**src/rtl/t7d_pkg.sv**
```systemverilog
// Shared constants, key table and character class type for the type 7 decoder.
`default_nettype none

package t7d_pkg;

    localparam int CHAR_W  = 8;
    localparam int NIB_W   = 4;
    localparam int KEY_LEN = 53;
    localparam int KEY_W   = $clog2(KEY_LEN);
    localparam int SEED_W  = 7;

    localparam logic [CHAR_W-1:0] KEY_TABLE [KEY_LEN] = '{
        8'h64, 8'h73, 8'h66, 8'h64, 8'h3b, 8'h6b, 8'h66, 8'h6f,
        8'h41, 8'h2c, 8'h2e, 8'h69, 8'h79, 8'h65, 8'h77, 8'h72,
        8'h6b, 8'h6c, 8'h64, 8'h4a, 8'h4b, 8'h44, 8'h48, 8'h53,
        8'h55, 8'h42, 8'h73, 8'h67, 8'h76, 8'h63, 8'h61, 8'h36,
        8'h39, 8'h38, 8'h33, 8'h34, 8'h6e, 8'h63, 8'h78, 8'h76,
        8'h39, 8'h38, 8'h37, 8'h33, 8'h32, 8'h35, 8'h34, 8'h6b,
        8'h3b, 8'h66, 8'h67, 8'h38, 8'h37
    };

    typedef struct packed {
        logic             dec_ok;
        logic [NIB_W-1:0] dec_val;
        logic             hex_ok;
        logic [NIB_W-1:0] hex_val;
    } t_char_info;

endpackage

`default_nettype wire

```
**src/rtl/t7d_char_decode.sv**
```systemverilog
// Classifies one ASCII character as a decimal digit or a hex digit and gives its value.
`default_nettype none

module t7d_char_decode (
    input  wire logic [t7d_pkg::CHAR_W-1:0] i_char,
    output t7d_pkg::t_char_info             o_info
);
    import t7d_pkg::*;

    logic w_digit;
    logic w_lower;
    logic w_upper;

    always_comb begin
        w_digit = (i_char >= 8'h30) && (i_char <= 8'h39);
        w_lower = (i_char >= 8'h61) && (i_char <= 8'h66);
        w_upper = (i_char >= 8'h41) && (i_char <= 8'h46);

        o_info.dec_ok  = w_digit;
        o_info.dec_val = w_digit ? i_char[NIB_W-1:0] : '0;
        o_info.hex_ok  = w_digit || w_lower || w_upper;
        if (w_digit) begin
            o_info.hex_val = i_char[NIB_W-1:0];
        end else if (w_lower || w_upper) begin
            o_info.hex_val = i_char[NIB_W-1:0] + NIB_W'(9);
        end else begin
            o_info.hex_val = '0;
        end
    end

endmodule

`default_nettype wire

```
**src/rtl/type7_password_decoder.sv**
```systemverilog
// Streaming type 7 password decoder, one character per cycle while not stalled.
// The input channel (i_valid, i_hash_char, i_final_char, o_stall) carries one
// ASCII character per request; i_final_char marks the last character of a string.
// The first two characters form a decimal seed, each later pair of hex digits
// yields one plaintext byte on the output channel (o_valid, o_plain_byte,
// o_error, o_last, i_stall). A character that closes a pair, or the final
// character, produces one result; other characters produce none.
// o_error is set only on the last result of a string, and o_plain_byte is zero
// whenever the string is already known to be malformed.
// An accepted request is held in the input register, and its result in the output
// register until the receiver takes it. Throughput is one character per cycle
// while the receiver does not stall.
// When the receiver stalls with a result pending, the output register and the
// input register hold, and o_stall rises once the input register is occupied.
// Synchronous reset clears both valid flags and returns the parser to the seed.
// After a final character the parser returns to its reset state by itself.
`default_nettype none

module type7_password_decoder (
    input  wire logic                        i_clk,
    input  wire logic                        i_rst_n,
    input  wire logic                        i_valid,
    input  wire logic [t7d_pkg::CHAR_W-1:0]  i_hash_char,
    input  wire logic                        i_final_char,
    output logic                             o_stall,
    output logic                             o_valid,
    output logic [t7d_pkg::CHAR_W-1:0]       o_plain_byte,
    output logic                             o_error,
    output logic                             o_last,
    input  wire logic                        i_stall
);
    import t7d_pkg::*;

    typedef enum logic [1:0] {
        PH_SEED_TENS,
        PH_SEED_ONES,
        PH_HIGH,
        PH_LOW
    } t_phase;

    logic                r_in_valid;
    logic [CHAR_W-1:0]   r_in_char;
    logic                r_in_final;

    t_phase              r_phase, n_phase;
    logic [NIB_W-1:0]    r_seed_tens, n_seed_tens;
    logic [KEY_W-1:0]    r_key_index, n_key_index;
    logic [NIB_W-1:0]    r_high_nibble, n_high_nibble;
    logic                r_error_seen, n_error_seen;

    logic                r_out_valid, n_out_valid;
    logic [CHAR_W-1:0]   r_out_byte, n_out_byte;
    logic                r_out_error, n_out_error;
    logic                r_out_last, n_out_last;

    t_char_info          w_info;
    logic                w_out_free;
    logic                w_proc;
    logic                w_accept;
    logic [SEED_W-1:0]   w_seed_sum;
    logic [KEY_W-1:0]    w_seed_mod;
    logic                w_emit;
    logic                w_bad;
    logic                w_err_now;
    logic [CHAR_W-1:0]   w_byte;

    t7d_char_decode u_char_decode (
        .i_char (r_in_char),
        .o_info (w_info)
    );

    assign w_out_free = !r_out_valid || !i_stall;
    assign w_proc     = r_in_valid && w_out_free;
    assign o_stall    = r_in_valid && !w_out_free;
    assign w_accept   = i_valid && !o_stall;

    assign o_valid      = r_out_valid;
    assign o_plain_byte = r_out_byte;
    assign o_error      = r_out_error;
    assign o_last       = r_out_last;

    always_comb begin
        w_seed_sum = SEED_W'(r_seed_tens) * SEED_W'(10) + SEED_W'(w_info.dec_val);
        if (w_seed_sum >= SEED_W'(KEY_LEN)) begin
            w_seed_mod = KEY_W'(w_seed_sum - SEED_W'(KEY_LEN));
        end else begin
            w_seed_mod = KEY_W'(w_seed_sum);
        end
    end

    always_comb begin
        n_phase       = r_phase;
        n_seed_tens   = r_seed_tens;
        n_key_index   = r_key_index;
        n_high_nibble = r_high_nibble;
        w_emit        = 1'b0;
        w_bad         = 1'b0;
        w_byte        = '0;

        unique case (r_phase)
            PH_SEED_TENS: begin
                n_seed_tens = w_info.dec_val;
                w_bad       = !w_info.dec_ok;
                n_phase     = PH_SEED_ONES;
            end
            PH_SEED_ONES: begin
                n_key_index = w_seed_mod;
                w_bad       = !w_info.dec_ok;
                n_phase     = PH_HIGH;
            end
            PH_HIGH: begin
                n_high_nibble = w_info.hex_val;
                w_bad         = !w_info.hex_ok;
                n_phase       = PH_LOW;
            end
            PH_LOW: begin
                w_byte = {r_high_nibble, w_info.hex_val} ^ KEY_TABLE[r_key_index];
                if (r_key_index == KEY_W'(KEY_LEN - 1)) begin
                    n_key_index = '0;
                end else begin
                    n_key_index = r_key_index + KEY_W'(1);
                end
                w_bad   = !w_info.hex_ok;
                w_emit  = 1'b1;
                n_phase = PH_HIGH;
            end
            default: begin
                n_phase = PH_SEED_TENS;
            end
        endcase

        w_err_now    = r_error_seen || w_bad;
        n_error_seen = w_err_now;

        n_out_valid = r_out_valid && i_stall;
        n_out_byte  = r_out_byte;
        n_out_error = r_out_error;
        n_out_last  = r_out_last;

        if (r_in_final) begin
            n_out_valid   = 1'b1;
            n_out_error   = w_err_now || !w_emit;
            n_out_byte    = (w_err_now || !w_emit) ? '0 : w_byte;
            n_out_last    = 1'b1;
            n_phase       = PH_SEED_TENS;
            n_seed_tens   = '0;
            n_key_index   = '0;
            n_high_nibble = '0;
            n_error_seen  = 1'b0;
        end else if (w_emit) begin
            n_out_valid = 1'b1;
            n_out_error = 1'b0;
            n_out_byte  = w_err_now ? '0 : w_byte;
            n_out_last  = 1'b0;
        end

        if (!w_proc) begin
            n_phase       = r_phase;
            n_seed_tens   = r_seed_tens;
            n_key_index   = r_key_index;
            n_high_nibble = r_high_nibble;
            n_error_seen  = r_error_seen;
            n_out_valid   = r_out_valid && i_stall;
            n_out_byte    = r_out_byte;
            n_out_error   = r_out_error;
            n_out_last    = r_out_last;
        end
    end

    always_ff @(posedge i_clk) begin
        if (!i_rst_n) begin
            r_in_valid    <= 1'b0;
            r_phase       <= PH_SEED_TENS;
            r_seed_tens   <= '0;
            r_key_index   <= '0;
            r_high_nibble <= '0;
            r_error_seen  <= 1'b0;
            r_out_valid   <= 1'b0;
        end else begin
            if (w_accept) begin
                r_in_valid <= 1'b1;
            end else if (w_proc) begin
                r_in_valid <= 1'b0;
            end
            r_phase       <= n_phase;
            r_seed_tens   <= n_seed_tens;
            r_key_index   <= n_key_index;
            r_high_nibble <= n_high_nibble;
            r_error_seen  <= n_error_seen;
            r_out_valid   <= n_out_valid;
        end
        if (w_accept) begin
            r_in_char  <= i_hash_char;
            r_in_final <= i_final_char;
        end
        r_out_byte  <= n_out_byte;
        r_out_error <= n_out_error;
        r_out_last  <= n_out_last;
    end

`ifndef ASSERT_OFF
    a_error_only_last: assert property (@(posedge i_clk) disable iff (!i_rst_n)
        (r_out_valid && !r_out_last) |-> !r_out_error)
        else $error("Error flag set on a result that is not the last.");

    a_error_zero_byte: assert property (@(posedge i_clk) disable iff (!i_rst_n)
        (r_out_valid && r_out_error) |-> (r_out_byte == '0))
        else $error("Nonzero byte on a result that carries an error.");

    a_key_in_range: assert property (@(posedge i_clk) disable iff (!i_rst_n)
        r_key_index < KEY_W'(KEY_LEN))
        else $error("Key index outside the key table.");

    a_final_resets: assert property (@(posedge i_clk) disable iff (!i_rst_n)
        (w_proc && r_in_final) |=> (r_phase == PH_SEED_TENS) && !r_error_seen)
        else $error("Parser state not cleared after the final character.");

    a_stall_cause: assert property (@(posedge i_clk) disable iff (!i_rst_n)
        o_stall |-> (r_in_valid && r_out_valid && i_stall))
        else $error("Input stall raised without a blocked result.");
`endif

endmodule

`default_nettype wire
```
**config.mk**
```make
export PLATFORM = sky130hd
export DESIGN_NAME = type7_password_decoder
export DESIGN_NICKNAME = d
export VERILOG_FILES = /design/src/rtl/t7d_pkg.sv /design/src/rtl/t7d_char_decode.sv /design/src/rtl/type7_password_decoder.sv
export SDC_FILE = /design/constraint.sdc
export NUM_CORES = 1
export LEC_CHECK = 0
export ABC_AREA = 0
export BUFFER_PORTS_ARGS = -buffer_cell sky130_fd_sc_hd__buf_2
export CAP_MARGIN = 40
export CORE_UTILIZATION = 40
export CTS_CLUSTER_DIAMETER = 50
export DETAILED_ROUTE_END_ITERATION = 6
export PLACE_DENSITY = 0.59
export SETUP_SLACK_MARGIN = 0.15
export SLEW_MARGIN = 20
export SYNTH_ARGS = -nofsm -noshare
export SYNTH_HDL_FRONTEND = slang
export SYNTH_SLANG_ARGS = --single-unit
```
**constraint.sdc**
```tcl
create_clock -name i_clk -period 4.1 [get_ports i_clk]
set_input_delay 0.615 -clock i_clk [delete_from_list [all_inputs] [get_ports i_clk]]
set_output_delay 0.615 -clock i_clk [all_outputs]
set_load 0.02 [all_outputs]
```
**Word level (Yosys, flattened, before mapping)**

Memories as Yosys holds them, arrays and structs flattened.
Cells that the tools add are included.

- Input port bits: 13
- Memories: 1
- Word-level logic and storage cells: 95
- Bits in read-only memories: 512
- Bits in registers: 38
- Output and inout bits: 12

Memories:

| name | words | bits a word | read ports | clocked after memory_dff | wr ports | RTL line | RTL |
|---|---|---|---|---|---|---|---|
| (name not given) | 64 | 8 | 1 | 0 | 0 | type7_password_decoder.sv:117 | `w_byte = {r_high_nibble, w_info.hex_val} ^ KEY_TABLE[r_key_index];` |

- Magnitude comparators: 8
- Multiplexer cells: 30
- Add/sub/neg operators: 4
- Multipliers: 1
- Bitwise gates (word level): 2
- Equality and inequality tests: 4
- Reduce and logical (&&, ||, !) cells: 33

Operators by type and width:

| cell | number |
|---|---|
| $mux W8 | 7 |
| $mux W4 | 7 |
| $mux W6 | 3 |
| $ge A8 B7 Y1 const B | 2 |
| $le A8 B7 Y1 const B | 2 |
| $pmux W6 S2 | 1 |
| $mux W1 | 9 |
| $ge A8 B6 Y1 const B | 1 |
| $le A8 B6 Y1 const B | 1 |
| $reduce_and A2 Y1 | 4 |
| $reduce_bool A2 Y1 | 4 |
| $xor A8 B8 Y8 | 1 |
| $add A7 B4 Y7 | 1 |
| $ge A7 B6 Y1 const B | 1 |
| $ge A7 B7 Y1 const B | 1 |
| $logic_and A1 B1 Y1 | 7 |
| $logic_not A1 Y1 | 7 |
| $not A6 Y7 | 1 |
| $add A6 B1 Y6 const B | 1 |
| $eq A6 B6 Y1 const B | 1 |
| $logic_or A1 B1 Y1 | 6 |
| $mul A4 B3 Y6 const B | 1 |
| $pmux W2 S3 | 1 |
| $reduce_or A2 Y1 | 3 |
| other kinds (8) | 9 |

**Depth between registers and ports, before layout**

- Word-level depth: 10
- Mapped depth: 14
- Gate-level depth less buffers: 14

**Hierarchy**

Synthesis repeated with hierarchy kept, for this count alone.

- Cells, all modules: 325
- Area total of the unflattened synthesis: 2921.6 um2

By module, submodules not included:

| module | instances | area each (um2) | cells an instance | sequential area each (um2) |
|---|---|---|---|---|
| type7_password_decoder | 1 | 2705.1 | 296 | 950.9 |
| t7d_char_decode | 1 | 216.5 | 29 | 0.0 |

**Worst setup path before layout**

No wires, ideal clock.

- Kind: register -> register
- From: register r_in_char[0]
- To: register r_key_index[1]
- Required time: 4.031 ns
- Clock period less this slack: 3.234 ns
- Buffers on the path: 0
- Arrival: 3.165 ns
- Path slack: 0.866 ns
- Stages on the path, launching flop included: 14
- Setup time: 0.069 ns
- Cell sequence: edfxtp_1 > inv_1 > ha_1 > o21bai_4 > a21o_1 > nor2_1 > ha_1 > inv_1 > fa_1 > xnor2_1 > or4_4 > a41oi_2 > mux2_1 > o21ai_1

- Cells in the longest elaborated chain, start to end: 8
- Elaborated cells on any way between the ends: 10
- Classes of those cells: add/sub: 2; order compare: 3; mux: 4; reduce/logical: 1

RTL lines:

| what | RTL line | RTL |
|---|---|---|
| start: declaration | type7_password_decoder.sv:42 | `logic [CHAR_W-1:0] r_in_char;` |
| start signal: assignment | type7_password_decoder.sv:193 | `r_in_char <= i_hash_char;` |
| $ge A8 B6 Y1 or $le A8 B6 Y1 (tied branches) | t7d_char_decode.sv:15 | `w_digit = (i_char >= 8'h30) && (i_char <= 8'h39);` |
| $logic_and A1 B1 Y1 | t7d_char_decode.sv:15 |  |
| $mux W4 (*) | t7d_char_decode.sv:20 | `o_info.dec_val = w_digit ? i_char[NIB_W-1:0] : '0;` |
| $add A7 B4 Y7 (*) | type7_password_decoder.sv:83 | `w_seed_sum = SEED_W'(r_seed_tens) * SEED_W'(10) + SEED_W'(w_info.dec_val);` |
| $sub A6 B6 Y6 or $ge A7 B6 Y1 (tied branches) | type7_password_decoder.sv:85, type7_password_decoder.sv:84 |  |
| $mux W6 (*) | type7_password_decoder.sv:84 | `if (w_seed_sum >= SEED_W'(KEY_LEN)) begin` |
| $pmux W6 S2 (*) | type7_password_decoder.sv:100 | `unique case (r_phase)` |
| $mux W6 (*) | type7_password_decoder.sv:140 | `if (r_in_final) begin` |
| end signal: assignment | type7_password_decoder.sv:187 | `r_key_index <= n_key_index;` |
| end: declaration | type7_password_decoder.sv:47 | `logic [KEY_W-1:0] r_key_index, n_key_index;` |

Every way passes the cells marked *; elsewhere a longest branch is shown, timed or not.
A chain may end at the register's enable or synchronous reset.

**Worst setup path after layout**

Same ends and word-level chain as after synthesis.

==> impl_metrics.tcl <==
set metrics [dict create \
    synth_xor_area_share_pct 5.36 \
    max_freq_mhz 284 \
    ys.flop_type "edfxtp_1" \
    p_leak_nw 1.26 \
    final_layout_size_suffix_gt1_share_pct 13.6 \
    reg2regPathDepth 13 \
    crit_path_start "r_in_char[0]" \
    drc 0 \
    synthDistinctLibCells 62 \
    max_stage_delay_ns 0.50 \
    seq_area_frac_synth_pct 32.6 \
    grt_pass1_wl_um 10400 \
    drt_iter0_drc 149 \
    p_sw_share_pct 24.9 \
    diodes 0 \
    cts_resized 0 \
    period_minus_slack_ns 3.52 \
    status "finished, final reports clean" \
    critPathBufInv 2 \
    synth_seq_cells 38 \
    clock_sinks 38 \
    io_buffers 24 \
    rsz0062_at_grt "false" \
    final_common_cell "nor2_1" \
    cts_root_buf "clkbuf_8" \
    path_max_fanout 7 \
    worstSkewPairLatency_ns 0.29 \
    numCtsBuffers 5 \
    finalHoldViolations 0 \
    start_util_pct 42.2 \
    coreArea_um2 6910 \
    grt_usage_pct 17.4 \
    register_area_um2 951 \
    grt-ovfl-total 0 \
    drt-pass1-iter-count 4 \
    nets 381 \
    p_int_mw 0.550 \
    p_switching_mw 0.183 \
    synthesis.area_um2 2920 \
    vias 2422 \
    syn_nets 362 \
    synth_top_family_by_area "compound AO/OA/AOI/OAI gates" \
    postCtsHoldBufs 0 \
    hp-class "input pin to flip-flop" \
    slew_violations 0 \
    gp_congestion 0.835 \
    path_delay_family "adder cells" \
    fin_skew_ns 0.00384 \
    area_growth_pct 10.2 \
    ir_worst_vdd_mv 0.200 \
    fillCellCount 700 \
    setup_ws_ns 0.580 \
    setup_violations 0 \
    rows 30 \
    avgRoutedWirePerCell_um 14.3 \
    yosys.area_share.adder_pct 10.4 \
    yosysWarnings 0 \
    powerDensity_nw_per_um2 228 \
    worst_hold_slack_ns 0.495 \
    synthArstFlopShare_pct 0 \
    synth-simple-area-share_pct 17.4 \
    r2r_start "r_in_char[0]" \
    synth_top_area_share_pct 19.6 \
    postCtsSetupBuffers 0 \
    crit_end "r_key_index[1]" \
    synth_compound_area_share_pct 24.9 \
    tns_ns 0 \
    cts_buffer_depth 2 \
    viasPerCell 5.48 \
    place.detailed.hpwl_um 4710 \
    cts.reportedPaths.clkPinSlew_ns 0.08 \
    cts_tree "done" \
    syn_avg_cell_area_um2 8.94 \
    cp_num_cells 13 \
    grt_max_degree 21 \
    synth_area_leader_cell "edfxtp_1" \
    maxSlewHeadroom_pct 50.8 \
    crit_arrival_ns 3.75 \
    reg2reg_to "r_key_index[1]" \
    die_w_um 87.4 \
    postRouteAntennaNets 0 \
    synth-edff-count 19 \
    maxCapViolCount 0 \
    r2r_slack_ns 0.58 \
    power_frac_clock_pct 34.8 \
    synth_area_leaders "edfxtp_1 20%, dfxtp_1 13%, ha_1 9.0%, nor2_1 4.1%, o21ai_0 3.4%" \
    fp.dieH_um 87.4 \
    final_cell_mix "32 x nor2_1, 24 x buf_2, 21 x ha_1" \
    worst_pin_slew_ns 0.736 \
    pwr-share-comb_pct 7.8 \
    required_ns 4.33 \
    cts_max_level 2 \
    post-route-period-util_pct 85.8 \
    die-area_um2 7630 \
    io_pins 25 \
    place_ws_ns 0.598 \
    grt_pass1_vias 2180 \
    critPathLaunchType "flip-flop" \
    power_mw 0.733 \
    path_class "flip-flop to flip-flop" \
    antenna_found_initial 0 \
    syn_inst 326 \
    utilization_pct 46.5 \
    p_seq_share_pct 57.4 \
    muxShareOfSynthArea_pct 4.42 \
    multi_input_area_um2 1820 \
    crit_chain "inv_1, ha_1, o21bai_4, a21o_1, nor2_1, ha_1, inv_1, fa_1, xnor2_1, or4_4, a41oi_2, mux2_1, o21ai_1" \
    critPathCaptureType "flip-flop" \
    cp_slowest_cell "edfxtp_1" \
    drt-total-wl_um 6310 \
]
## routing by layer
metal	up-vias	track usage [%]	wire length [um]
met5	-	0	0
met4	0	3.13	44
met3	4	3.98	241
met2	47	27.1	2860
met1	1129	24.7	3160
li1	1242	-	-
## cell type report
type | count | area share [%]
clock buffers | 5 | 2.14
clock inverters | 3 | 0.506
well taps | 96 | 3.74
repair buffers | 28 | 4.91
multi-input cells | 252 | 56.7
inverters | 20 | 2.41
flip-flops and latches | 38 | 29.6
## power groups by stage
stage | registers, mW | logic (mW) | clock network (mW)
2_1_floorplan | 0.432 | 0.0349 | 0
3_3_place_gp | 0.429 | 0.0561 | 0
3_5_place_dp | 0.429 | 0.0573 | 0
4_1_cts | 0.420 | 0.0574 | 0.263
5_1_grt | 0.422 | 0.0631 | 0.277
6_report | 0.420 | 0.0574 | 0.255
## synthesized netlist by cell type (4+ instances only)
cell type,instances
dfxtp_1,19
and3_1,4
a211oi_1,6
a21oi_1,17
nand2_1,17
nor2b_1,12
a21o_1,4
edfxtp_1,19
nor2_1,32
nand2b_1,4
inv_1,19
clkbuf_1,10
a22oi_1,7
o21a_1,4
xnor2_1,7
nor3_1,6
a31oi_1,6
mux2i_1,5
buf_2,4
nand3_1,9
o21ai_0,20
ha_1,21
xor2_1,9
o21ai_1,4
a22o_1,4
## worst min-delay path by stage
stage,cells after the start,slack (ns),startpoint,endpoint
after detailed placement,1,0.49,r_error_seen,r_error_seen
final,1,0.49,i_final_char,r_in_final
after CTS,1,0.49,i_hash_char[7],r_in_char[7]
after global routing,1,0.48,i_final_char,r_in_final
after global placement,1,0.49,r_error_seen,r_error_seen
after floorplan,1,0.47,r_error_seen,r_error_seen
## flip-flops by register name, summed over array words and instances, names as in the netlist
signal and count:
r_error_seen 1, r_in_char 8, r_high_nibble 4, o_plain_byte 8
r_in_final 1, r_seed_tens 4, o_error 1, r_key_index 6
r_in_valid 1, r_phase 2, o_last 1, o_valid 1
## kinds of logic (layout without fill, tap and decap cells)
kind of cell               count (synthesis)  count (layout)
xor gates and xnor gates                  17              17
adders and majority gates                 23              23
AOI/OAI and AO/OA                        103             103
DFF                                       38              38
buffers and inverters                     36              56
and+or+nand+nor                          100             100
muxes                                      9               9
## metrics by stage
| step | instances | instance area [um^2] |
|---|---|---|
| final | 442 | 3210 |
| after detailed placement | 434 | 3130 |
| after global routing | 442 | 3210 |
| after floorplan | 326 | 2920 |
| after global placement | 432 | 3110 |
| after CTS | 442 | 3210 |
Power figures use the tool's default switching activity.
